===== config.mk =====
export PLATFORM = sky130hd
export DESIGN_NAME = tcrd_queue
export DESIGN_NICKNAME = d
export VERILOG_FILES = /design/src/rtl/core/tcrd_pkg.sv /design/src/rtl/core/tcrd_queue.sv
export SDC_FILE = /design/constraint.sdc
export NUM_CORES = 1
export LEC_CHECK = 0
export BUFFER_PORTS_ARGS = -buffer_cell sky130_fd_sc_hd__buf_2
export CAP_MARGIN = 10
export CORE_MARGIN = 1.5
export CORE_UTILIZATION = 44
export CTS_CLUSTER_SIZE = 12
export DETAILED_ROUTE_END_ITERATION = 7
export MAX_ROUTING_LAYER = met4
export PLACE_DENSITY = 0.69
export SKIP_LAST_GASP = 1
export SLEW_MARGIN = 20
export SYNTH_ARGS = -nofsm -noshare
export SYNTH_HDL_FRONTEND = slang
export SYNTH_SLANG_ARGS = --single-unit

===== constraint.sdc =====
create_clock -name i_clk -period 8.3 [get_ports i_clk]
set_input_delay 1.245 -clock i_clk [delete_from_list [all_inputs] [get_ports i_clk]]
set_output_delay 1.245 -clock i_clk [all_outputs]
set_load 0.01 [all_outputs]

===== src/rtl/core/tcrd_pkg.sv =====
// Package: shared types, codes and constants of the token coherence root directory.
`default_nettype none
package tcrd_pkg;
    localparam int TABLE_DEPTH_DEF = 64;
    localparam int AW = 48;
    localparam int TW = 10;
    localparam int SW = 8;
    localparam int LNW = 48;

    typedef enum logic [2:0] {
        ACT_FWD     = 3'd0,
        ACT_FWD_TOK = 3'd1,
        ACT_MEMRD   = 3'd2,
        ACT_ABSORB  = 3'd3,
        ACT_WB      = 3'd4,
        ACT_RESP    = 3'd5,
        ACT_ERR     = 3'd6
    } t_action;

    typedef enum logic [1:0] {
        PH_EMPTY   = 2'd0,
        PH_LOADING = 2'd1,
        PH_FULL    = 2'd2
    } t_phase;

    localparam logic [2:0] KIND_READ  = 3'd0;
    localparam logic [2:0] KIND_RDATA = 3'd1;
    localparam logic [2:0] KIND_EVICT = 3'd2;

    localparam logic [1:0] REG_LSIZE  = 2'd0;
    localparam logic [1:0] REG_NROOTS = 2'd1;
    localparam logic [1:0] REG_ROOTID = 2'd2;
    localparam logic [1:0] REG_TOTTOK = 2'd3;

    // Classified word passed from front to back
    typedef struct packed {
        logic          func;
        logic [2:0]    kind;
        logic [AW-1:0] addr;
        logic [TW-1:0] tokens;
        logic [SW-1:0] sender;
        logic          dirty;
        logic          local_hit;
        logic [AW-1:0] dest_addr;
    } t_item;

    typedef enum logic [2:0] {
        BK_IDLE,
        BK_SCAN,
        BK_DECIDE,
        BK_OUT
    } t_bk_state;

    typedef enum logic [1:0] {
        FR_IDLE,
        FR_DIV,
        FR_PUSH
    } t_fr_state;
endpackage
`default_nettype wire


===== src/rtl/core/tcrd_queue.sv =====
// Two-entry queue between front and back.
`default_nettype none
module tcrd_queue
    import tcrd_pkg::*;
(
    input  wire logic  i_clk,
    input  wire logic  i_rst_n,
    input  wire logic  i_push,
    input  wire t_item i_item,
    output logic       o_full,
    input  wire logic  i_pop,
    output logic       o_avail,
    output t_item      o_item
);
    t_item r_mem [2];
    logic  r_wp, r_rp;
    logic [1:0] r_cnt;

    assign o_full  = (r_cnt == 2'd2);
    assign o_avail = (r_cnt != 2'd0);
    assign o_item  = r_mem[r_rp];

    // Store pushed words
    always_ff @(posedge i_clk) begin
        if (i_push) r_mem[r_wp] <= i_item;
    end

    // Advance pointers
    always_ff @(posedge i_clk) begin
        if (!i_rst_n) begin
            r_wp <= 1'b0;
            r_rp <= 1'b0;
            r_cnt <= 2'd0;
        end else begin
            if (i_push) r_wp <= ~r_wp;
            if (i_pop) r_rp <= ~r_rp;
            r_cnt <= r_cnt + 2'(i_push) - 2'(i_pop);
        end
    end

    a_no_overflow: assert property (@(posedge i_clk) disable iff (!i_rst_n)
        !(i_push && o_full)) else $error("queue overflow");
    a_no_underflow: assert property (@(posedge i_clk) disable iff (!i_rst_n)
        !(i_pop && !o_avail)) else $error("queue underflow");
    a_cnt_range: assert property (@(posedge i_clk) disable iff (!i_rst_n)
        r_cnt != 2'd3) else $error("queue count out of range");
endmodule
`default_nettype wire


==> results of run 1 <==
-- flip-flops by register name, indices dropped and copies added, names as in the netlist, named ones only --
| name | cells |
|---|---|
| r_wp | 1 |
| r_cnt | 2 |
| r_mem | 240 |
| r_rp | 1 |
-- how the worst max path moves through the flow --
stage | startpoint | to | slack (ns) | depth (start not counted)
floorplan | i_push | r_mem[0][0] | 1.20 | 1
CTS | flip-flop | o_item[49] | 4.23 | 3
global route | flip-flop | o_item[86] | 4.11 | 3
finish | flip-flop | o_item[82] | 4.28 | 3
global placement | flip-flop | o_item[82] | 4.82 | 3
detailed placement | flip-flop | o_item[49] | 4.79 | 3
-- worst max-delay path, stage by stage, from the launching register on --
cell and delay [ns]:
dfxtp_4 0.84, buf_4 0.75, mux2_2 0.43, buf_2 0.15
-- cell families after synthesis --
| family | synth area share [%] |
|---|---|
| flip-flops | 81.92 |
| AO/OA/AOI/OAI | 0.08419 |
| buffers and inverters | 1.585 |
| adder cells (fa/ha/maj) | 0.2805 |
| multiplexers | 15.15 |
| AND/OR/NAND/NOR | 0.6312 |
| XOR/XNOR | 0.3507 |
-- routing by layer --
| metal | part of all wire [%] | vias up | wire length (µm) |
|---|---|---|---|
| met5 | 0 | - | 0 |
| met4 | 3.8 | 0 | 622 |
| met3 | 6.7 | 43 | 1083 |
| met2 | 50 | 179 | 8041 |
| met1 | 40 | 2191 | 6412 |
| li1 | - | 2089 | - |
-- area by class of cell --
type,instances,area [µm²]
diodes,1,2.502
multi-input cells,134,1481
repair buffers,249,1256
clock inverters,3,16.27
inverters,2,7.507
clock buffers,39,718.2
fillers,1585,8529
flip-flops and latches,245,7311
well taps,265,331.6
-- power groups by stage --
stage / clock network (mW) / logic, mW / registers [mW]
3_3_place_gp: 0 / 0.263 / 1.48
6_report: 1.00 / 0.266 / 1.46
3_5_place_dp: 0 / 0.269 / 1.48
4_1_cts: 1.03 / 0.271 / 1.46
5_1_grt: 1.08 / 0.287 / 1.46
2_1_floorplan: 0 / 0.168 / 1.48
-- Yosys cell counts (all sizes together) --
cell | number | area share (%)
inv | 2 | 0.084
and2 | 4 | 0.28
o21a | 1 | 0.084
xor2 | 1 | 0.098
buf | 13 | 1.5
mux2 | 120 | 15
edfxtp | 240 | 81
or2 | 1 | 0.070
ha | 2 | 0.28
xnor3 | 1 | 0.25
nor2b | 4 | 0.28
dfxtp | 5 | 1.1
-- through the flow --
stage	setup WS (ns)	hold slack, ns	std cells	total power, mW
after floorplan	1.203	0.5546	394	1.644
after global placement	4.825	0.5584	895	1.743
after detailed placement	4.791	0.5862	895	1.753
after CTS	4.225	0.5972	937	2.759
after global routing	4.111	0.6017	938	2.828
final	4.281	0.5900	938	2.727
==> impl_results.md, run 1 <==
* Slew Viols, Final at 0
* Arrival time worst endpoint at approximately 2.8 ns
* Per-cell routed wire length at between 15 and 20 µm
* Final critical-path required period at 4.019 ns
* Setup Crit Path Kind: reg2out
* Reg2reg end: r_mem[0][31]
* Net Sw Frac at between 20% and 30%
* Max-cap violations at 0
* Combinational power share at ~9.7%
* Reg2Reg Launch Point: r_wp
* Psw at 0.5758 mW
* WP data required at between 7 and 8 ns
* Leakage at approximately 4.2 nW
* Setup Skew at 0.01177 ns
* Syn Area/Cell at around 23 µm²
* Reg2reg path depth at 3
* Max-slew headroom at 34.76%
* Crit end category: output pin
* Netlist area before placement at 8920 µm²
* First-pass GRT wire length at around 25000 µm
* Hold_buf cts at 0
* Commonest cells after routing, fill and taps aside: buf_2, edfxtp_1, mux2_2
* Worst Tran Pin Value at approximately 1 ns
* TritonRoute pass-1 iters at 5
* Finished Cell Area at 11120 µm²
* Area after DPL at 10390 µm²
* Gr busiest metal: met2
* Vias per cell at 4.800
* Core Box Area at 19650 µm²
* Buffers on Ports at 245
* Initial core utilization at a little under half
* Unique masters post-synth at 13
* Vias at 4502
* Clock transition at the registers of the reported paths at 0.06 ns
* RSZ-0062 raised after global routing: no
* Grt met2 use at around a quarter
* Die W at roughly 150 µm
* Nets at 783
* Layout area overhead at 24.72%
* Met3 usage at 3.824%
* Initial antenna violation count at 1
* Hold Path Depth at 2
* Worst-Skew Late Latency at 0.51 ns
* CTS root buffer: clkbuf_16
* Ports at 246
* Period utilization at 48.42%
* Vias in the first global route at between 4000 and 5000
* Clock power share at 36.8%
* FF+latch count, synth at 245
* Residual DRC at 0
* Buffers from clock root to sink, at most at 3
* CTS tree: done
* Most common cell after layout, fill and taps aside: buf_2
* Row count at 51
* Final core occ at 56.60%
* Mapped Cells at slightly below 400
* TritonCTS Buffers at 25
* PwrDens at 245.2 nW/µm²
* Clock sink count at between 200 and 250
* Flop pwr share at 53.4%
* Global Route Usage Sum at 15.43%
* Peak supply drop at ~0.00017 V
* Crit path launch type: flip-flop
* Min-delay worst type: reg2reg
* Final Hold Viols at 0
* Met1 Resource Use GR at about 18%
* Setup bufs post-CTS at 0
* Post-CTS resize count at 0
* Internal power at 2.151 mW
* Gpl congestion at slightly below 0.8
* Max Freq at about 250 MHz
* Die Area at ~21000 µm²
* 1st-iter DRT viols at 167
* HP Start: r_rp
* Setup TNS at 0 ns
* Share of cells above drive strength 1 at 59.97%
* Die Span Y at 145.4 µm
* Crit Path Max Fanout at 64
* Largest net degree at the start of global routing at 72
* Antenna Violating Nets Remaining at 0
* Reg2Reg Setup Slack at 5.96 ns
* Sequential element share of the synthesized area at 81.92%
* Final setup viols at 0
* Synth warn at 0
* Status: completed
* GR Overflow Total at 0
* Drt total wl at 16160 µm
* Htree depth at 1
* Syn_nets at 520
* Dpl hpwl at 10520 µm
(Power assumes the default switching activity.)
==> inputs of run 2 (changes only) <==
- clock period: 8.3 -> 4.1 ns (I/O delays scaled with it)
==> run 2 against run 1 <==
Effect of this change:
- utilization is 0.64 points higher
- combinational power increased by 110%
- worst hold slack got worse by 0.30 ns
- flip-flop and latch count unchanged
- power up 110%
- worst setup slack got worse by 3.0 ns
- via count grew 1.3%
- global-route usage rose by 0.48 points
- register-to-register slack worse by 3.8 ns
- final cell count rose by 0.75%
- design area grew 1.1%
- critical path depth did not move
- critical path type unchanged
- critical endpoint is now o_item[34]
- largest power group unchanged
==> impl_results.md, run 2 (synthesis results as in run 1) <==
* Clock transition at the registers of the reported paths at 0.06 ns (about the same)
* Worst Tran Pin Value at 0.8604 ns (-0.1182 ns)
* Hold_buf cts at 0 (unchanged)
* Final Hold Viols at 0 (unchanged)
* Final core occ at 57.24% (+0.64 points)
* Die Span Y at 145.4 µm (unchanged)
* HP Start: i_item[0]
* Core Box Area at 19650 µm² (unchanged)
* Buffers from clock root to sink, at most at 3 (unchanged)
* Psw at 1.201 mW (+110%)
* Max-slew headroom at 42.64% (+7.9 points)
* Period utilization at 69.61%
* TritonCTS Buffers at 26 (+4.0%)
* Crit end category: output pin
* Layout area overhead at 26.12%
* Setup Crit Path Kind: reg2out
* Most common cell after layout, fill and taps aside: buf_2
* Dpl hpwl at 10890 µm (+3.4%)
* CP max stage cell: dfxtp_4
* Internal power at 4.535 mW (+110%)
* CTS root buffer: clkbuf_16
* Die Area at 21140 µm² (unchanged)
* Vias per cell at 4.828 (+0.58%)
* Setup bufs post-CTS at 0 (unchanged)
* PwrDens at 509.8 nW/µm² (+110%)
* Max Freq at 350.4 MHz
* Arrival time worst endpoint at 2.24 ns (-0.53 ns)
* Flop pwr share at 51.4% (-2.0 points)
* Drt total wl at 16790 µm (+3.9%)
* Final setup viols at 0 (unchanged)
* Final cell count without fillers at 945 (+0.75%)
* Leakage at 4.213 nW (+1.3%)
* Clock sink count at 245 (unchanged)
* Commonest cells after routing, fill and taps aside: buf_2, edfxtp_1, mux2_2
* Buffers on Ports at 245 (unchanged)
* Post-CTS resize count at 0 (unchanged)
* Crit path launch type: flip-flop
* Global Route Usage Sum at 15.90% (+0.48 points)
* Htree depth at 1 (unchanged)
* CTS tree: done
* First-pass GRT wire length at 25730 µm (+2.9%)
* Reg with most FFs: r_mem
* Setup Skew at 0.005727 ns (-0.006046 ns)
* Status: completed
* Max stage delay on crit path at 0.69 ns (-0.15 ns)
* Worst-Skew Late Latency at 0.51 ns (about the same)
* Vias in the first global route at 4971 (+2.1%)
* GR Overflow Total at 0 (unchanged)
* Vias at 4562 (+1.3%)
* Nets at 785 (+0.26%)
* Initial antenna violation count at 2 (+1)
* Gpl congestion at 0.7838 (+0.63%)
* Min-delay worst type: in2reg
* Crit path cell chain: buf_4 > mux2_2 > buf_2
* Per-cell routed wire length at 17.77 µm (+3.1%)
* Share of cells above drive strength 1 at 59.88% (-0.088 points)
* Top flop regs: r_mem: 240 flops, r_cnt: 2 flops
* CP Buf/Inv Count at 2 (unchanged)
* Clock power share at 39.0% (+2.2 points)
* Cell Count Post-Placement at 896 (+0.11%)
* 1st-iter DRT viols at 219 (+31%)
* RSZ-0062 raised after global routing: no
* Net Sw Frac at 20.93% (-0.18 points)
* Die W at 145.4 µm (unchanged)
* Crit Path Max Fanout at 41 (-36%)
* Reg2Reg Launch Point: r_wp
* Largest net degree at the start of global routing at 65 (-9.7%)
* Residual DRC at 0 (unchanged)
* Row count at 51 (unchanged)
* Max reg flops at 240 (unchanged)
* Combinational power share at 9.6% (about the same)
* Pwr Total at 5.736 mW (+110%)
* Max-cap violations at 0 (unchanged)
* Antenna Violating Nets Remaining at 0 (unchanged)
* Initial core utilization at 45.38% (unchanged)
* Final critical-path required period at 2.854 ns
* Peak supply drop at 0.0003612 V (+110%)
* TritonRoute pass-1 iters at 4 (-1)
* WP data required at 3.48 ns (-3.57 ns)
* Setup TNS at 0 ns (unchanged)
* Ports at 246 (unchanged)
* Kind of cell adding the most delay to the critical path: flip-flops
* Slew Viols, Final at 0 (unchanged)
## run 2: changes by cell type in the layout (fill, tap and decap cells not counted)
cell and change:
clkinv_2 +1, buf_4 -1, buf_12 +2, clkinv_1 +2, inv_6 -1, diode_2 +1
bufinv_16 +2, clkbuf_16 +2, clkbuf_1 +1, clkbuf_8 -2
## run 2: per-stage QoR
stage,hold slack (ns),instance area (µm²),setup slack [ns]
2_1_floorplan,0.5546,8927,0.2511
3_3_place_gp,0.5572,10420,1.794
3_5_place_dp,0.5638,10420,1.741
4_1_cts,0.2600,11240,1.188
5_1_grt,0.2612,11250,1.101
6_report,0.2871,11250,1.246
## run 2: power by group through the flow
stage	clock network [mW]	registers (mW)	logic, mW
2_1_floorplan	0	2.98	0.340
5_1_grt	2.40	2.96	0.594
3_3_place_gp	0	2.99	0.543
4_1_cts	2.30	2.95	0.562
6_report	2.24	2.95	0.552
3_5_place_dp	0	3.00	0.559
## run 2: routing by layer
metal	wire length, µm	part of all wire [%]	GRT usage, %	up-vias
li1	-	-	-	2095
met1	6712	40	18.36	2256
met2	8441	50	26.88	171
met3	1097	6.5	4.451	40
met4	538	3.2	5.204	0
met5	0	0	-	-
## run 2: worst paths after layout
path | to | slack, ns | cells after the start
min reg2reg | flip-flop | 0.57 | 2
min | r_mem[0][0] | 0.29 | 1
max | o_item[34] | 1.25 | 3
max reg2reg | r_mem[1][86] | 2.19 | 2
## run 2: area by class of cell
type | count | area, µm²
Clock buffer | 40 | 744.5
Sequential cell | 245 | 7311
Antenna cell | 2 | 5.005
Timing Repair Buffer | 250 | 1289
Inverter | 2 | 7.507
Fill cell | 1568 | 8404
Tap cell | 265 | 331.6
Clock inverter | 7 | 80.08
Multi-Input combinational cell | 134 | 1481
## run 2: worst reg2reg max path, stage by stage, from the launching register on
cell	delay [ns]
dfxtp_1	0.40
and2_4	0.71
buf_12	0.42
