File: src/rtl/core/tcrd_pkg.sv
// Package: shared types, codes and constants of the token coherence root directory.
`default_nettype none
package tcrd_pkg;
    localparam int TABLE_DEPTH_DEF = 64;
    localparam int AW = 48;
    localparam int TW = 10;
    localparam int SW = 8;
    localparam int LNW = 48;

    typedef enum logic [2:0] {
        ACT_FWD     = 3'd0,
        ACT_FWD_TOK = 3'd1,
        ACT_MEMRD   = 3'd2,
        ACT_ABSORB  = 3'd3,
        ACT_WB      = 3'd4,
        ACT_RESP    = 3'd5,
        ACT_ERR     = 3'd6
    } t_action;

    typedef enum logic [1:0] {
        PH_EMPTY   = 2'd0,
        PH_LOADING = 2'd1,
        PH_FULL    = 2'd2
    } t_phase;

    localparam logic [2:0] KIND_READ  = 3'd0;
    localparam logic [2:0] KIND_RDATA = 3'd1;
    localparam logic [2:0] KIND_EVICT = 3'd2;

    localparam logic [1:0] REG_LSIZE  = 2'd0;
    localparam logic [1:0] REG_NROOTS = 2'd1;
    localparam logic [1:0] REG_ROOTID = 2'd2;
    localparam logic [1:0] REG_TOTTOK = 2'd3;

    // Classified word passed from front to back
    typedef struct packed {
        logic          func;
        logic [2:0]    kind;
        logic [AW-1:0] addr;
        logic [TW-1:0] tokens;
        logic [SW-1:0] sender;
        logic          dirty;
        logic          local_hit;
        logic [AW-1:0] dest_addr;
    } t_item;

    typedef enum logic [2:0] {
        BK_IDLE,
        BK_SCAN,
        BK_DECIDE,
        BK_OUT
    } t_bk_state;

    typedef enum logic [1:0] {
        FR_IDLE,
        FR_DIV,
        FR_PUSH
    } t_fr_state;
endpackage
`default_nettype wire

File: src/rtl/core/tcrd_front.sv
// Front end: accepts words, computes locality and de-striped address by serial division.
`default_nettype none
module tcrd_front
    import tcrd_pkg::*;
(
    input  wire logic          i_clk,
    input  wire logic          i_rst_n,
    input  wire logic          i_valid,
    output logic               o_ready,
    input  wire logic          i_func,
    input  wire logic [2:0]    i_msg_kind,
    input  wire logic [AW-1:0] i_line_address,
    input  wire logic [TW-1:0] i_msg_tokens,
    input  wire logic [SW-1:0] i_msg_sender,
    input  wire logic          i_msg_dirty,
    input  wire logic [3:0]    i_lsize,
    input  wire logic [6:0]    i_nroots,
    input  wire logic [5:0]    i_rootid,
    output logic               o_push,
    output t_item              o_item,
    input  wire logic          i_full
);
    t_fr_state r_state, n_state;
    t_item     r_item;
    logic [LNW-1:0] r_quo;
    logic [6:0]     r_rem;
    logic [5:0]     r_cnt;
    logic [6:0]     w_div;
    logic [7:0]     w_trial;
    logic [LNW-1:0] w_line;

    assign w_div  = (i_nroots == 7'd0) ? 7'd1 : i_nroots;
    assign w_line = i_line_address >> i_lsize;
    assign w_trial = {r_rem, r_quo[LNW-1]};

    // Next state
    always_comb begin
        n_state = r_state;
        unique case (r_state)
            FR_IDLE: if (i_valid) n_state = FR_DIV;
            FR_DIV:  if (r_cnt == 6'd0) n_state = FR_PUSH;
            FR_PUSH: if (!i_full) n_state = FR_IDLE;
            default: n_state = FR_IDLE;
        endcase
    end

    // Outputs
    always_comb begin
        o_ready = (r_state == FR_IDLE);
        o_push  = (r_state == FR_PUSH) && !i_full;
        o_item  = r_item;
        o_item.local_hit = (r_rem == {1'b0, i_rootid});
        o_item.dest_addr = r_quo << i_lsize;
    end

    always_ff @(posedge i_clk) begin
        if (!i_rst_n) begin
            r_state <= FR_IDLE;
        end else begin
            r_state <= n_state;
        end
    end

    // Restoring division, one quotient bit a cycle
    always_ff @(posedge i_clk) begin
        if (r_state == FR_IDLE && i_valid) begin
            r_item.func   <= i_func;
            r_item.kind   <= i_msg_kind;
            r_item.addr   <= i_line_address;
            r_item.tokens <= i_msg_tokens;
            r_item.sender <= i_msg_sender;
            r_item.dirty  <= i_msg_dirty;
            r_item.local_hit <= 1'b0;
            r_item.dest_addr <= '0;
            r_quo <= w_line;
            r_rem <= '0;
            r_cnt <= 6'(LNW - 1);
        end else if (r_state == FR_DIV) begin
            if (w_trial >= {1'b0, w_div}) begin
                r_rem <= 7'(w_trial - {1'b0, w_div});
                r_quo <= {r_quo[LNW-2:0], 1'b1};
            end else begin
                r_rem <= w_trial[6:0];
                r_quo <= {r_quo[LNW-2:0], 1'b0};
            end
            r_cnt <= r_cnt - 6'd1;
        end
    end
endmodule
`default_nettype wire

File: config.mk
export PLATFORM = sky130hd
export DESIGN_NAME = tcrd_front
export DESIGN_NICKNAME = d
export VERILOG_FILES = /design/src/rtl/core/tcrd_pkg.sv /design/src/rtl/core/tcrd_front.sv
export SDC_FILE = /design/constraint.sdc
export NUM_CORES = 1
export LEC_CHECK = 0
export BUFFER_PORTS_ARGS = -buffer_cell sky130_fd_sc_hd__buf_2
export CORE_MARGIN = 4
export CORE_UTILIZATION = 30
export DETAILED_ROUTE_END_ITERATION = 10
export GPL_TIMING_DRIVEN = 0
export PLACE_DENSITY = 0.48
export SKIP_LAST_GASP = 1
export SLEW_MARGIN = 30
export SYNTH_ARGS = -nofsm -noshare
export SYNTH_HDL_FRONTEND = slang
export SYNTH_SLANG_ARGS = --single-unit
File: constraint.sdc
create_clock -name i_clk -period 5 [get_ports i_clk]
set_input_delay 0.5 -clock i_clk [delete_from_list [all_inputs] [get_ports i_clk]]
set_output_delay 0.5 -clock i_clk [all_outputs]
set_load 0.02 [all_outputs]
==> results.yml, run 1 <==
worst_hold_path:
  worst_hold_depth: 1
  hold_start: "i_msg_dirty"
  worst_hold_path_type: "in -> reg"
setup_path:
  critical_path.endpoint_type: "output port"
  critical_path.top_delay_family: "buffers and inverters"
  worstPathMaxFanout: 10
  r2r-start: "r_quo[47]"
  crit_path_top_delay_cell: "buf_1"
  worst-r2r-cell-count: 10
  start_kind: "input port"
  cp_data_required_time_ns: 4.50
  timing_worst_setup_path_type: "in -> out"
  timing.critical_path.slowest_cell_delay_ns: 0.55
  critical_path.n_buffers_inverters: 4
  path_cells: "clkbuf_1, buf_2, buf_1, nand2_1, nand2_1, nor2_1, a31oi_1, buf_2"
  arrival_ns: 2.62
  crit_path_start: "i_lsize[2]"
  critical_path_depth: 8
sta:
  achievable-frequency_mhz: 320
  finalSetupViolations: 0
  worst_path_setup_slack_after_routing_ns: 1.88
  skew_ns: 0.0119
  fin_crit_sh: 0.625
  worst_slew_margin_rel: 0.467
  finalWorstPathRequiredPeriod_ns: 3.12
  rsz0062_at_grt: "false"
  transition_time_of_the_tightest_slew_check_pin_ns: 0.800
  timing.setup.tns_ns: 0
  timing.final.hold_violations: 0
  drv_slew: 0
die:
  die_height_um: 183
  placement_rows: 63
  placeableCoreArea_um2: 29900
  top_level_ports: 214
  design.die.area_um2: 33400
  floorplan.die.width_um: 183
  initial_core_util: 0.307
global_routing:
  grt_max_degree: 49
  antenna_violations_before_repair: 0
  first_pass_grt_wire_length_mm: 49.0
  grt_pass1_vias: 7818
  gr-total-overflow: 0
  globalRouteTotalUtil: 0.193
clock_tree:
  clk-insertion-delay-late_ns: 0.43
  htreeDepth: 4
  clk_path_buf_depth: 2
  clock-sinks: 134
  clockRootBuffer: "clkbuf_16"
  post_cts_resized: 0
  tritoncts.num_buffers: 17
  postCtsHoldBufs: 0
  cts_setup_buffers: 0
  tritoncts: "done"
  worst_setup_hold_path_clk_slew_ns: 0.07
placed_design:
  gp_congestion: 0.915
  numPortBuffers: 210
  dpl_worst_slack_ns: 1.85
  hpwlAfterDp_mm: 25.5
  place.detailed.instances: 1348
  place_area_um2: 10700
synth:
  async_reset_ff_frac: 0
  ys.warnings.count: 0
  synthDominantCellAreaShare: 0.390
  synth-main-ff-cell: "edfxtp_1"
  synth_area_um2: 9170
  syn-mean-instance-area_um2: 12.3
  synth_top_cells_by_area: "edfxtp_1 (39%), mux4_2 (18%), mux2i_1 (9.4%)"
  synthDistinctLibCells: 53
  postSynthRegisterBits: 134
  synth-edff-count: 119
  synthCells: 747
  yosysTopAreaCell: "edfxtp_1"
  synth.yosys.seq_area_share: 0.422
  syn_nets: 849
detailed_routing:
  total_iterations_of_the_first_detailed_routing_run: 5
  route.final.wire_length_mm: 33.1
  routed-via-count: 7751
  drt_iter0_drc: 739
  route.detailed.wl_per_inst_um: 24.0
  antenna_violating_nets_post_route: 0
  drt_drc_violations_left: 0
  route.detailed.vias_per_inst: 5.62
layout:
  nets: 1079
  syn_to_final_growth_pct: 23.6
  layout-drive-gt1-share: 0.369
  fill_cells: 2965
  layout.cells.non_filler: 1380
  antenna-diode-count: 0
  finalInstanceArea_um2: 11300
power:
  power.density_nw_per_um2: 392
  post_layout_total_power_mw: 4.44
  power.static_leakage_nw: 4.55
  worst_ir_drop_vdd_v: 0.000211
job:
  max-cap-violations: 0
status:
  run_status: "complete, no violations"
cells in the mapped netlist, types with 2 or more instances:
cell      number
nand4_1        2
a31oi_1       11
clkbuf_1      31
o22ai_1        4
buf_1          3
mux2i_1       86
o31a_1         5
o221ai_1      37
inv_1         16
mux2_2        10
inv_2          2
nand2_1      105
nand3_1        7
o21ai_0       25
buf_2         11
nor4_1         6
xor2_1        11
dfxtp_1       15
nor2_1        33
nor2b_1        6
nor3_1        10
o21a_1         4
mux4_1         6
mux4_2        75
a211oi_1       8
xnor2_1        2
buf_4         12
and2_1        12
nand2b_1       3
o211ai_1       6
buf_6          6
ha_1           9
o21ai_1        2
edfxtp_1     119
nor3b_1        2
a21oi_1       28
report_power, final:
group          total (mW)  internal [mW]  leakage, nW  switching [mW]
Combinational        1.53          0.617         2.98           0.910
Sequential           1.61           1.44         1.28           0.171
Clock                1.31          0.762        0.286           0.547
Total                4.44           2.82         4.55            1.63
sequential cells by signal, indices dropped and copies added, names as in the netlist:
register  cells
o_item       71
r_cnt         6
r_quo        48
r_rem         7
r_state       2
cell type report:
cell class | instances | area (um2) | area share
Buffer | 64 | 364 | 0.0321
Sequential cell | 134 | 3870 | 0.342
Timing Repair Buffer | 211 | 1070 | 0.0945
Clock buffer | 18 | 439 | 0.0387
Tap cell | 390 | 488 | 0.0430
Inverter | 18 | 70.1 | 0.00618
Multi-Input combinational cell | 531 | 4870 | 0.429
Clock inverter | 14 | 164 | 0.0145
layout by cell type, fill, tap and decap left out, types with 10 or more instances in the layout:
cell         n
a21oi_1     28
a31oi_1     11
and2_1      12
buf_2      221
buf_4       12
clkbuf_1    30
clkbuf_16   17
dfxtp_1     15
edfxtp_1   119
inv_1       15
mux2_2      10
mux2i_1     86
mux4_2      75
nand2_1    105
nor2_1      33
nor3_1      10
o21ai_0     25
o221ai_1    37
xor2_1      11
layer usage:
metal | part of all wire | vias to the layer above | track usage
li1 | - | 3432 | -
met1 | 0.44 | 3873 | 0.272
met2 | 0.45 | 412 | 0.301
met3 | 0.093 | 34 | 0.0510
met4 | 0.014 | 0 | 0.0447
met5 | 0 | - | 0
logic make-up after synthesis:
group                    count (synthesis)  synth area share
AND/OR/NAND/NOR                        190            0.0902
multiplexers                           177             0.308
AO/OA/AOI/OAI                          141             0.106
flip-flops                             134             0.422
buffers and inverters                   82            0.0467
XOR/XNOR                                13            0.0124
adder cells (fa/ha/maj)                 10            0.0145
worst register-to-register path, stage by stage, from the launching register on:
cell,delay [ns]
edfxtp_1,0.44
inv_1,0.11
ha_1,0.16
inv_1,0.05
fa_1,0.41
a211oi_2,0.31
o211ai_1,0.14
a311o_1,0.33
buf_6,0.16
o22ai_1,0.18
a31oi_1,0.05
metrics by stage:
stage                      util  hold WS (ns)
after floorplan               -         0.463
after global placement    0.359         0.488
after detailed placement  0.359         0.489
after CTS                 0.380         0.226
after global routing      0.380         0.225
final                     0.380         0.245
final timing paths:
check / slack [ns] / end
hold / removal: 0.24 / o_item[49]
setup reg to reg: 2.37 / r_quo[0]
setup / recovery: 1.88 / o_item[42]
hold reg to reg: 0.50 / r_cnt[0]
(Power assumes the default switching activity.)
==> run 2, diff against run 1 <==
--- a/config.mk
+++ b/config.mk
@@ -10,7 +10,7 @@
 export CORE_UTILIZATION = 30
 export DETAILED_ROUTE_END_ITERATION = 10
 export GPL_TIMING_DRIVEN = 0
-export PLACE_DENSITY = 0.48
+export PLACE_DENSITY = 0.49
 export SKIP_LAST_GASP = 1
 export SLEW_MARGIN = 30
 export SYNTH_ARGS = -nofsm -noshare
==> constraint.sdc (replaced) <==
create_clock -name i_clk -period 2.7 [get_ports i_clk]
set_input_delay 0.27 -clock i_clk [delete_from_list [all_inputs] [get_ports i_clk]]
set_output_delay 0.27 -clock i_clk [all_outputs]
set_load 0.02 [all_outputs]
==> run 2 against run 1 <==
Critical path depth down 3. Cell area grew 0.24%. Worst setup slack worse by 1.8 ns. Via count grew 0.81%. Die area is the same. Sequential share of layout area shrank 0.083 points. Hold slack worse by 0.23 ns. Cell count is 0.14% higher. Critical path type unchanged. Highest routed layer unchanged.
==> results.yml, run 2 (synthesized netlist as in run 1, its figures left out) <==
global_routing:
  grt_pass1_vias: 7689
  grt_max_degree: 49
  antenna_violations_before_repair: 0
  first_pass_grt_wire_length_mm: 48.7
  gr-total-overflow: 0
  globalRouteTotalUtil: 0.192
power:
  post_layout_total_power_mw: 8.23
  power.static_leakage_nw: 4.57
  worst_ir_drop_vdd_v: 0.000374
  power.density_nw_per_um2: 724
layout:
  antenna-diode-count: 0
  commonest_non_fill_non_tap_cell_in_the_layout: "buf_2"
  nets: 1081
  largest_register_ff_count: 71
  most-common-layout-cells: "buf_2 (221), edfxtp_1 (119), nand2_1 (105), mux2i_1 (86), mux4_2 (75)"
  fill_cells: 2946
  syn_to_final_growth_pct: 23.9
  layout-drive-gt1-share: 0.373
  layout.cells.non_filler: 1382
clock_tree:
  tritoncts: "done"
  clock-sinks: 134
  tritoncts.num_buffers: 17
  worst_setup_hold_path_clk_slew_ns: 0.07
  clk-insertion-delay-late_ns: 0.42
  clockRootBuffer: "clkbuf_16"
  htreeDepth: 4
  clk_path_buf_depth: 2
setup_path:
  timing_worst_setup_path_type: "in -> out"
  crit_path_top_delay_cell: "clkbuf_1"
  timing.critical_path.slowest_cell_delay_ns: 0.56
  critical_path.endpoint_type: "output port"
  worstPathMaxFanout: 10
  arrival_ns: 2.37
  cp_data_required_time_ns: 2.43
  path_cells: "clkbuf_1, buf_2, clkbuf_1, mux4_2, buf_2"
  start_kind: "input port"
die:
  floorplan.die.width_um: 183
  top_level_ports: 214
  die_height_um: 183
  placement_rows: 63
  placeableCoreArea_um2: 29900
  design.die.area_um2: 33400
  initial_core_util: 0.307
sta:
  transition_time_of_the_tightest_slew_check_pin_ns: 0.760
  fin_crit_sh: 0.979
  timing.final.hold_violations: 0
  finalSetupViolations: 0
  achievable-frequency_mhz: 378
  rsz0062_at_grt: "false"
  drv_slew: 0
  skew_ns: 0.0129
  worst_hold_slack_across_all_endpoints_ns: 0.0157
  finalWorstPathRequiredPeriod_ns: 2.64
  worst_slew_margin_rel: 0.494
  worst_path_setup_slack_after_routing_ns: 0.0560
detailed_routing:
  route.final.wire_length_mm: 33.0
  route.detailed.vias_per_inst: 5.65
  antenna_violating_nets_post_route: 0
  total_iterations_of_the_first_detailed_routing_run: 5
  drt_drc_violations_left: 0
  drt_iter0_drc: 737
  route.detailed.wl_per_inst_um: 23.9
  routed-via-count: 7814
placed_design:
  place.detailed.instances: 1348
  numPortBuffers: 210
  dpl_worst_slack_ns: -0.284
  gp_congestion: 0.931
  hpwlAfterDp_mm: 25.6
job:
  max-cap-violations: 0
worst_hold_path:
  worst_hold_path_type: "in -> reg"
status:
  run_status: "complete, no violations"
-- run 2: what timing repair did --
action | in CTS | in global routing
pin swaps | 0 | 1
resized for setup | 1 | 7
endpoints found under the setup margin | 1 | 13
hold buffers | 0 | 1
hold endpoints to repair | 0 | 1
setup buffers | 0 | 1
-- run 2: layout make-up --
class	instances	area, um2	area share
sequential	134	3870	0.341
timing repair buffer	213	1090	0.0958
clock inverter	14	164	0.0144
buffer	64	374	0.0329
tap	390	488	0.0429
multi-input combinational	531	4880	0.429
clock buffer	18	429	0.0378
inverter	18	70.1	0.00616
-- run 2: routing by layer --
metal	GRT usage	share of wire	vias to the layer above
met4	0.0372	0.012	0
li1	-	-	3448
met2	0.297	0.45	412
met3	0.0557	0.097	31
met1	0.272	0.44	3923
met5	0	0	-
-- run 2: worst max-delay path: cells and delay by family --
kind                   cells  cell delay, ns
buffers and inverters      4            1.65
muxes                      1            0.44
-- run 2: path summary, 6_finish.rpt --
path / startpoint / to / slack [ns] / depth (start not counted)
max: i_lsize[2] / o_item[30] / 0.06 / 5
min: i_msg_tokens[4] / o_item[62] / 0.02 / 1
max reg2reg: r_quo[47] / r_quo[0] / 0.12 / 10
min reg2reg: r_cnt[0] / r_cnt[0] / 0.51 / 2
-- run 2: stage by stage --
step / instance area [um2] / utilization / TNS (ns)
after floorplan: 9170 / - / 0
after global placement: 10700 / 0.359 / -10.41
after CTS: 11300 / 0.380 / 0
after global routing: 11400 / 0.380 / 0
after detailed placement: 10700 / 0.360 / -1.07
final: 11400 / 0.380 / 0
-- run 2: report_power, final --
| group | switching, mW | total, mW | internal, mW |
|---|---|---|---|
| clock network | 1.02 | 2.40 | 1.39 |
| registers | 0.315 | 2.97 | 2.66 |
| logic | 1.69 | 2.86 | 1.16 |
