`src/rtl/core/tcrd_pkg.sv`:
```
// Package: shared types, codes and constants of the token coherence root directory.
`default_nettype none
package tcrd_pkg;
    localparam int TABLE_DEPTH_DEF = 64;
    localparam int AW = 48;
    localparam int TW = 10;
    localparam int SW = 8;
    localparam int LNW = 48;

    typedef enum logic [2:0] {
        ACT_FWD     = 3'd0,
        ACT_FWD_TOK = 3'd1,
        ACT_MEMRD   = 3'd2,
        ACT_ABSORB  = 3'd3,
        ACT_WB      = 3'd4,
        ACT_RESP    = 3'd5,
        ACT_ERR     = 3'd6
    } t_action;

    typedef enum logic [1:0] {
        PH_EMPTY   = 2'd0,
        PH_LOADING = 2'd1,
        PH_FULL    = 2'd2
    } t_phase;

    localparam logic [2:0] KIND_READ  = 3'd0;
    localparam logic [2:0] KIND_RDATA = 3'd1;
    localparam logic [2:0] KIND_EVICT = 3'd2;

    localparam logic [1:0] REG_LSIZE  = 2'd0;
    localparam logic [1:0] REG_NROOTS = 2'd1;
    localparam logic [1:0] REG_ROOTID = 2'd2;
    localparam logic [1:0] REG_TOTTOK = 2'd3;

    // Classified word passed from front to back
    typedef struct packed {
        logic          func;
        logic [2:0]    kind;
        logic [AW-1:0] addr;
        logic [TW-1:0] tokens;
        logic [SW-1:0] sender;
        logic          dirty;
        logic          local_hit;
        logic [AW-1:0] dest_addr;
    } t_item;

    typedef enum logic [2:0] {
        BK_IDLE,
        BK_SCAN,
        BK_DECIDE,
        BK_OUT
    } t_bk_state;

    typedef enum logic [1:0] {
        FR_IDLE,
        FR_DIV,
        FR_PUSH
    } t_fr_state;
endpackage
`default_nettype wire

```
`src/rtl/core/tcrd_back.sv`:
```
// Back end: scans the line table, updates at most one entry and drives the result register.
`default_nettype none
module tcrd_back
    import tcrd_pkg::*;
#(
    parameter int TABLE_DEPTH = TABLE_DEPTH_DEF
) (
    input  wire logic          i_clk,
    input  wire logic          i_rst_n,
    input  wire logic          i_avail,
    input  wire t_item         i_item,
    output logic               o_pop,
    input  wire logic [TW-1:0] i_tottok,
    output logic               o_valid,
    input  wire logic          i_ready,
    output logic [2:0]         o_action,
    output logic [TW-1:0]      o_out_tokens,
    output logic [SW-1:0]      o_out_sender,
    output logic [AW-1:0]      o_mem_address
);
    localparam int IW = (TABLE_DEPTH > 1) ? $clog2(TABLE_DEPTH) : 1;
    localparam int CW = $clog2(TABLE_DEPTH + 1);

    t_bk_state r_state, n_state;
    t_item     r_it;
    logic [TABLE_DEPTH-1:0] r_valid;
    logic [AW-1:0] m_tag   [TABLE_DEPTH];
    logic [1:0]    m_phase [TABLE_DEPTH];
    logic [TW-1:0] m_tok   [TABLE_DEPTH];
    logic [SW-1:0] m_orig  [TABLE_DEPTH];
    logic [CW-1:0] r_idx;
    logic [AW-1:0] r_rtag;
    logic [1:0]    r_rph;
    logic [TW-1:0] r_rtok;
    logic [SW-1:0] r_rorig;
    logic          r_rvld;
    logic          r_hit, r_free_ok;
    logic [IW-1:0] r_hit_idx, r_free_idx, r_rd_idx;
    logic [1:0]    r_hph;
    logic [TW-1:0] r_htok;
    logic [SW-1:0] r_horig;
    logic          r_chk;
    logic [IW-1:0] w_idx;
    logic [2:0]    r_act;
    logic [TW-1:0] r_otok;
    logic [SW-1:0] r_osnd;
    logic [AW-1:0] r_oaddr;
    logic          r_ovalid;
    // decision outputs
    logic          d_wr, d_alloc, d_free;
    logic [1:0]    d_ph;
    logic [TW-1:0] d_tok;
    logic [SW-1:0] d_orig;
    logic [IW-1:0] d_widx;
    logic [2:0]    d_act;
    logic [TW-1:0] d_otok;
    logic [SW-1:0] d_osnd;
    logic [AW-1:0] d_oaddr;
    logic [TW:0]   w_sum;
    logic          w_out_free;

    assign w_idx = r_idx[IW-1:0];
    assign w_out_free = !r_ovalid || i_ready;

    // Next state
    always_comb begin
        n_state = r_state;
        unique case (r_state)
            BK_IDLE:   if (i_avail) n_state = BK_SCAN;
            BK_SCAN:   if (r_chk && r_idx == CW'(TABLE_DEPTH)) n_state = BK_DECIDE;
            BK_DECIDE: n_state = BK_OUT;
            BK_OUT:    if (w_out_free) n_state = BK_IDLE;
            default:   n_state = BK_IDLE;
        endcase
    end

    assign o_pop = (r_state == BK_IDLE) && i_avail;

    // Work out the action from the scan result
    always_comb begin
        d_wr = 1'b0; d_alloc = 1'b0; d_free = 1'b0;
        d_widx = r_hit ? r_hit_idx : r_free_idx;
        d_ph = r_hph;
        d_tok = r_htok;
        d_orig = r_horig;
        d_act = ACT_FWD; d_otok = r_it.tokens; d_osnd = r_it.sender; d_oaddr = '0;
        w_sum = {1'b0, r_it.tokens} + {1'b0, r_htok};
        if (r_it.func) begin
            if (r_hit && r_hph == PH_LOADING) begin
                d_wr = 1'b1; d_ph = PH_FULL;
                d_act = ACT_RESP; d_otok = i_tottok;
                d_osnd = r_horig; d_oaddr = r_it.dest_addr;
            end else begin
                d_act = ACT_ERR; d_otok = '0;
            end
        end else if (r_it.local_hit) begin
            priority if (r_it.kind == KIND_READ) begin
                if (!r_hit) begin
                    if (!r_free_ok) begin
                        d_act = ACT_ERR; d_otok = '0;
                    end else begin
                        d_wr = 1'b1; d_alloc = 1'b1; d_ph = PH_LOADING;
                        d_tok = '0; d_orig = r_it.sender;
                        d_act = ACT_MEMRD; d_otok = '0; d_oaddr = r_it.dest_addr;
                    end
                end
            end else if (r_it.kind == KIND_RDATA) begin
                if (!r_hit) begin
                    if (!r_free_ok) begin
                        d_act = ACT_ERR; d_otok = '0;
                    end else begin
                        d_wr = 1'b1; d_alloc = 1'b1; d_ph = PH_FULL;
                        d_tok = '0; d_orig = '0;
                        d_act = ACT_FWD_TOK; d_otok = i_tottok;
                    end
                end else if (r_hph == PH_EMPTY) begin
                    d_wr = 1'b1; d_ph = PH_FULL;
                    d_act = ACT_FWD_TOK; d_otok = i_tottok;
                end else if (r_htok != '0) begin
                    d_wr = 1'b1; d_tok = '0;
                    d_act = ACT_FWD_TOK; d_otok = r_htok;
                end
            end else if (r_it.kind == KIND_EVICT) begin
                if (!r_hit || r_hph != PH_FULL) begin
                    d_act = ACT_ERR; d_otok = '0;
                end else if (w_sum < {1'b0, i_tottok}) begin
                    d_wr = 1'b1; d_tok = w_sum[TW-1:0];
                    d_act = ACT_ABSORB; d_otok = '0;
                end else begin
                    d_free = 1'b1;
                    if (r_it.dirty) begin
                        d_act = ACT_WB; d_oaddr = r_it.dest_addr;
                    end else begin
                        d_act = ACT_ABSORB; d_otok = '0;
                    end
                end
            end else begin
                d_act = ACT_FWD;
            end
        end
    end

    // Outputs
    always_comb begin
        o_valid       = r_ovalid;
        o_action      = r_act;
        o_out_tokens  = r_otok;
        o_out_sender  = r_osnd;
        o_mem_address = r_oaddr;
    end

    // Registered table read, one entry a cycle
    always_ff @(posedge i_clk) begin
        if (r_state == BK_SCAN && r_idx < CW'(TABLE_DEPTH)) begin
            r_rtag <= m_tag[w_idx];
            r_rph  <= m_phase[w_idx];
            r_rtok <= m_tok[w_idx];
            r_rorig <= m_orig[w_idx];
        end
    end

    // Table write
    always_ff @(posedge i_clk) begin
        if (r_state == BK_DECIDE && d_wr) begin
            if (d_alloc) m_tag[d_widx] <= r_it.addr;
            m_phase[d_widx] <= d_ph;
            m_tok[d_widx]   <= d_tok;
            m_orig[d_widx]  <= d_orig;
        end
    end

    // Control and scan
    always_ff @(posedge i_clk) begin
        if (!i_rst_n) begin
            r_state  <= BK_IDLE;
            r_valid  <= '0;
            r_ovalid <= 1'b0;
            r_chk    <= 1'b0;
        end else begin
            r_state <= n_state;
            if (o_pop) begin
                r_chk <= 1'b0;
            end else if (r_state == BK_SCAN) begin
                r_chk <= (r_idx < CW'(TABLE_DEPTH));
            end
            if (r_state == BK_DECIDE) begin
                if (d_wr && d_alloc) r_valid[d_widx] <= 1'b1;
                else if (d_free) r_valid[d_widx] <= 1'b0;
            end
            // Load a new result or drop the one just taken
            if (r_state == BK_OUT && w_out_free) begin
                r_ovalid <= 1'b1;
            end else if (r_ovalid && i_ready) begin
                r_ovalid <= 1'b0;
            end
        end
    end

    // Scan bookkeeping and result register
    always_ff @(posedge i_clk) begin
        if (o_pop) begin
            r_it <= i_item;
            r_idx <= '0;
            r_hit <= 1'b0;
            r_free_ok <= 1'b0;
        end else if (r_state == BK_SCAN) begin
            if (r_idx < CW'(TABLE_DEPTH)) begin
                r_idx <= r_idx + CW'(1);
                r_rd_idx <= w_idx;
                r_rvld <= r_valid[w_idx];
            end
            if (r_chk) begin
                if (r_rvld && r_rtag == r_it.addr && !r_hit) begin
                    r_hit <= 1'b1;
                    r_hit_idx <= r_rd_idx;
                    r_hph <= r_rph;
                    r_htok <= r_rtok;
                    r_horig <= r_rorig;
                end
                if (!r_rvld && !r_free_ok) begin
                    r_free_ok <= 1'b1;
                    r_free_idx <= r_rd_idx;
                end
            end
        end
        if (r_state == BK_OUT && w_out_free) begin
            r_act <= d_act; r_otok <= d_otok; r_osnd <= d_osnd; r_oaddr <= d_oaddr;
        end
    end

    a_one_result: assert property (@(posedge i_clk) disable iff (!i_rst_n)
        (r_state == BK_OUT && w_out_free) |=> r_ovalid) else $error("result lost");
    a_act_range: assert property (@(posedge i_clk) disable iff (!i_rst_n)
        r_ovalid |-> r_act != 3'd7) else $error("bad action");
    a_alloc_free: assert property (@(posedge i_clk) disable iff (!i_rst_n)
        (r_state == BK_DECIDE && d_alloc) |-> !r_valid[d_widx])
        else $error("allocating a used entry");
endmodule
`default_nettype wire

```
`config.mk`:
```
export PLATFORM = sky130hd
export DESIGN_NAME = tcrd_back
export DESIGN_NICKNAME = d
export VERILOG_FILES = /design/src/rtl/core/tcrd_pkg.sv /design/src/rtl/core/tcrd_back.sv
export SDC_FILE = /design/constraint.sdc
export NUM_CORES = 2
export LEC_CHECK = 0
export BUFFER_PORTS_ARGS = -buffer_cell sky130_fd_sc_hd__buf_2
export CAP_MARGIN = 20
export CORE_UTILIZATION = 35
export CTS_CLUSTER_DIAMETER = 80
export DETAILED_ROUTE_END_ITERATION = 6
export GPL_ROUTABILITY_DRIVEN = 0
export GPL_TIMING_DRIVEN = 0
export HOLD_SLACK_MARGIN = 0.05
export SLEW_MARGIN = 20
export SYNTH_ARGS = -nofsm -noshare
export SYNTH_HDL_FRONTEND = slang
export SYNTH_MEMORY_MAX_BITS = 65536
export SYNTH_SLANG_ARGS = --single-unit
export TNS_END_PERCENT = 1
```
`constraint.sdc`:
```
create_clock -name i_clk -period 7.7 [get_ports i_clk]
set_input_delay 1.155 -clock i_clk [delete_from_list [all_inputs] [get_ports i_clk]]
set_output_delay 1.155 -clock i_clk [all_outputs]
set_load 0.01 [all_outputs]
```
==> qor.csv <==
stage,metric,value,unit
final_layout,layout_commonest_cell,edfxtp_1,
clock_tree,ctsHoldBuffers,0,
power,ir_drop,0.220,mV
sta,post-route-min-period,6220,ps
detailed_routing,dr.pass1.iters,7,
final_layout,fill_cells,43800,
logic_synthesis,synth-compound-area-share,4.48,%
logic_synthesis,synthAdderAreaFrac,0.192,%
logic_synthesis,synth_top_family_by_area,multiplexers,
logic_synthesis,avgSynthCellArea,22.4,um^2
clock_tree,cts.sinks,4725,
sta,min_period_over_period,80.8,%
critical_path,worstPathMaxFanout,10,
critical_path,critPathArrivalTime,6930,ps
logic_synthesis,ys_seq_area_share,78.6,%
placed_design,io_buffers,203,
sta,whs,290,ps
detailed_routing,route.detailed.drc,4,
final_layout,area_growth,18.3,%
floorplanning,rows,262,
clock_tree,post_cts_buffers,0,
sta,worstMarginPinSlew,1300,ps
logic_synthesis,syn_area,180000,um^2
critical_path,crit_required,8400,ps
critical_path,critical_path_class,flop to flop,
floorplanning,design.die.area,516000,um^2
detailed_routing,drt_iter0_drc,13100,
placed_design,place_inst,15400,
global_route,grt_pass1_vias,91400,
final_layout,nets,9226,
logic_synthesis,postSynthCellCount,8020,
detailed_routing,wl,501000,um
clock_tree,htree_levels,5,
global_route,grt_pass1_wl,700000,um
hold_path,worstHoldPathType,primary input to flop,
placed_design,hpwl,355000,um
detailed_routing,routedWlPerCell,31.0,um
critical_path,r2r_slack,1480,ps
critical_path,crit_path_end_kind,flop,
logic_synthesis,synth_warnings,0,
clock_tree,clk_pin_slew,60,ps
logic_synthesis,synth_edf_count,4648,
global_route,antenna_found_initial,36,
sta,relSlewSlack,13.5,%
detailed_routing,detail-route-antenna-nets,0,
sta,setup_viol,0,
global_route,grt_max_degree,76,
final_layout,multi_input_area,37900,um^2
clock_tree,cts_buffers,442,
floorplanning,fp.dieH,718,um
final_layout,mostFrequentLayoutCells,"edfxtp_1, mux4_2, clkbuf_16, clkbuf_1, buf_2",
sta,drv_slew,0,
logic_synthesis,synthSimpleGateAreaFrac,1.34,%
logic_synthesis,syn_nets,8181,
clock_tree,cts_resized,0,
floorplanning,start_util,35.2,%
sta,final_hold_viol_count,0,
detailed_routing,viasPerCell,5.66,
power,p_leak,65.1,nW
sta,max_freq,161,MHz
global_route,gr-total-overflow,0,
floorplanning,ioPinCount,205,
global_route,grtUsageTotal,18.9,%
logic_synthesis,ys_ff_latch,4725,
power,power_density,297,nW/um^2
logic_synthesis,yosys-mux-area-fraction,14.0,%
sta,skew,70.2,ps
sta,rsz0062_at_grt,no,
critical_path,worst_setup_path_start_kind,flop,
run_status,violations,DRC,
final_layout,post_route_cells_drive_above_1_share,28.5,%
flow_run,drv_cap,0,
clock_tree,worstSkewPairLatency,1030,ps
power,finalPower,63.1,mW
logic_synthesis,yosys.area_share.xor_xnor,0.288,%
detailed_routing,vias,91700,
final_layout,seq_area,141000,um^2
floorplanning,die_w,718,um
floorplanning,core,510000,um^2
clock_tree,clockRootBuffer,clkbuf_16,
final_layout,fin_cells,16200,
run_status,outcome,"finished, violations left",
clock_tree,clockBufferDepth,4,
clock_tree,cts_tree,done,
logic_synthesis,synth_ff_type,edfxtp_1,
logic_synthesis,async_flop_share,0,%
logic_synthesis,synth_cell_types,76,
logic make-up after synthesis:
logic type                 count (synthesis)
AOI/OAI and AO/OA                       1056
buffers and inverters                    506
xor gates and xnor gates                  59
DFF                                     4725
and+or+nand+nor                          518
adders and majority gates                 27
muxes                                   1129
through the flow:
stage	setup TNS [ps]	setup WS, ps	util [%]	cell area (um^2)
2_1_floorplan	0	1290	-	180000
3_3_place_gp	-1325610	-3850	37.1	189000
3_5_place_dp	0	1680	38.8	198000
4_1_cts	0	1580	41.6	212000
5_1_grt	0	1310	41.6	212000
6_report	0	1480	41.7	212000
registers in the layout, indices dropped and copies added, names as in the netlist, 6 cells and up, named ones only:
| register | count |
|---|---|
| r_free_idx | 6 |
| r_htok | 10 |
| m_tok | 640 |
| m_tag | 3072 |
| r_rtag | 48 |
| r_rorig | 8 |
| o_out_sender | 8 |
| r_rtok | 10 |
| r_hit_idx | 6 |
| r_idx | 7 |
| m_orig | 512 |
| o_out_tokens | 10 |
| o_mem_address | 48 |
| m_phase | 128 |
| r_it | 120 |
| r_horig | 8 |
| r_rd_idx | 6 |
cells in the mapped netlist, types with 4 or more instances:
| master | count | share of area (%) |
|---|---|---|
| xor2_1 | 30 | 0.15 |
| a221oi_1 | 139 | 0.68 |
| o221ai_1 | 70 | 0.34 |
| mux2i_1 | 25 | 0.14 |
| a21o_1 | 4 | 0.017 |
| mux4_2 | 1104 | 14 |
| a21oi_1 | 189 | 0.53 |
| o22ai_1 | 11 | 0.038 |
| buf_2 | 98 | 0.27 |
| dfxtp_1 | 77 | 0.86 |
| nor4_1 | 11 | 0.038 |
| o22a_1 | 6 | 0.029 |
| xnor2_1 | 29 | 0.14 |
| nand2_1 | 125 | 0.26 |
| a311oi_1 | 26 | 0.13 |
| buf_1 | 67 | 0.14 |
| o21ai_0 | 26 | 0.072 |
| clkbuf_1 | 299 | 0.62 |
| and2_1 | 49 | 0.17 |
| a22o_1 | 147 | 0.72 |
| o211ai_1 | 4 | 0.017 |
| a31oi_1 | 5 | 0.017 |
| or2_2 | 5 | 0.017 |
| a22oi_1 | 282 | 1.2 |
| ha_1 | 26 | 0.18 |
| a211oi_1 | 56 | 0.23 |
| buf_6 | 5 | 0.031 |
| o21a_1 | 5 | 0.021 |
| nor2b_1 | 14 | 0.049 |
| nand2b_1 | 17 | 0.059 |
| nor3_1 | 12 | 0.033 |
| a32oi_1 | 5 | 0.024 |
| edfxtp_1 | 4648 | 78 |
| a222oi_1 | 6 | 0.033 |
| nand4_1 | 7 | 0.024 |
| a211o_1 | 4 | 0.020 |
| o211a_1 | 36 | 0.20 |
| nor2_1 | 202 | 0.42 |
| inv_1 | 35 | 0.073 |
| o21ai_1 | 6 | 0.017 |
| nand3_1 | 52 | 0.14 |
worst max-delay path: stages, from the launching register on:
cell,delay [ps]
edfxtp_1,480
ha_1,250
inv_1,70
fa_1,390
nand2b_1,180
a21oi_1,280
nor2b_1,120
o21a_1,200
xnor2_1,300
ha_1,320
a211oi_1,440
o211ai_2,250
a2111oi_4,690
o221ai_4,450
buf_6,350
a211oi_4,700
buf_8,240
buf_6,170
where the power goes:
group	internal (mW)	switching, mW	total, mW
Combinational	4.54	6.80	11.3
Clock	12.2	9.74	21.9
Sequential	29.5	0.355	29.8
worst paths after layout:
check	start	endpoint	depth (start not counted)
worst max-delay path	r_htok[0]$_DFFE_PP_	m_tok[26][5]$_DFFE_PP_	17
worst min-delay path	i_item[91]	r_it[91]$_DFFE_PP_	1
worst max register to register	r_htok[0]$_DFFE_PP_	m_tok[26][5]$_DFFE_PP_	17
worst min register to register	r_rorig[7]$_DFFE_PP_	r_horig[7]$_DFFE_PP_	0
per-layer routing:
metal / track usage (%) / share of wire [%] / vias up
met5: 0 / 0.024 / -
met4: 7.29 / 4.3 / 18
met3: 4.32 / 10 / 851
met2: 28.2 / 44 / 5244
met1: 27.1 / 41 / 48900
li1: - / - / 36600
cell type report:
type,count,share of cell area (%)
diodes,17,0.0200
plain buffers,470,0.948
clock buffers,532,5.41
clock inverters,289,1.41
inverters,36,0.0660
multi-input cells,2789,17.8
flip-flops and latches,4725,66.4
well taps,6732,3.96
repair buffers,601,3.93
Power figures use the tool's default switching activity.
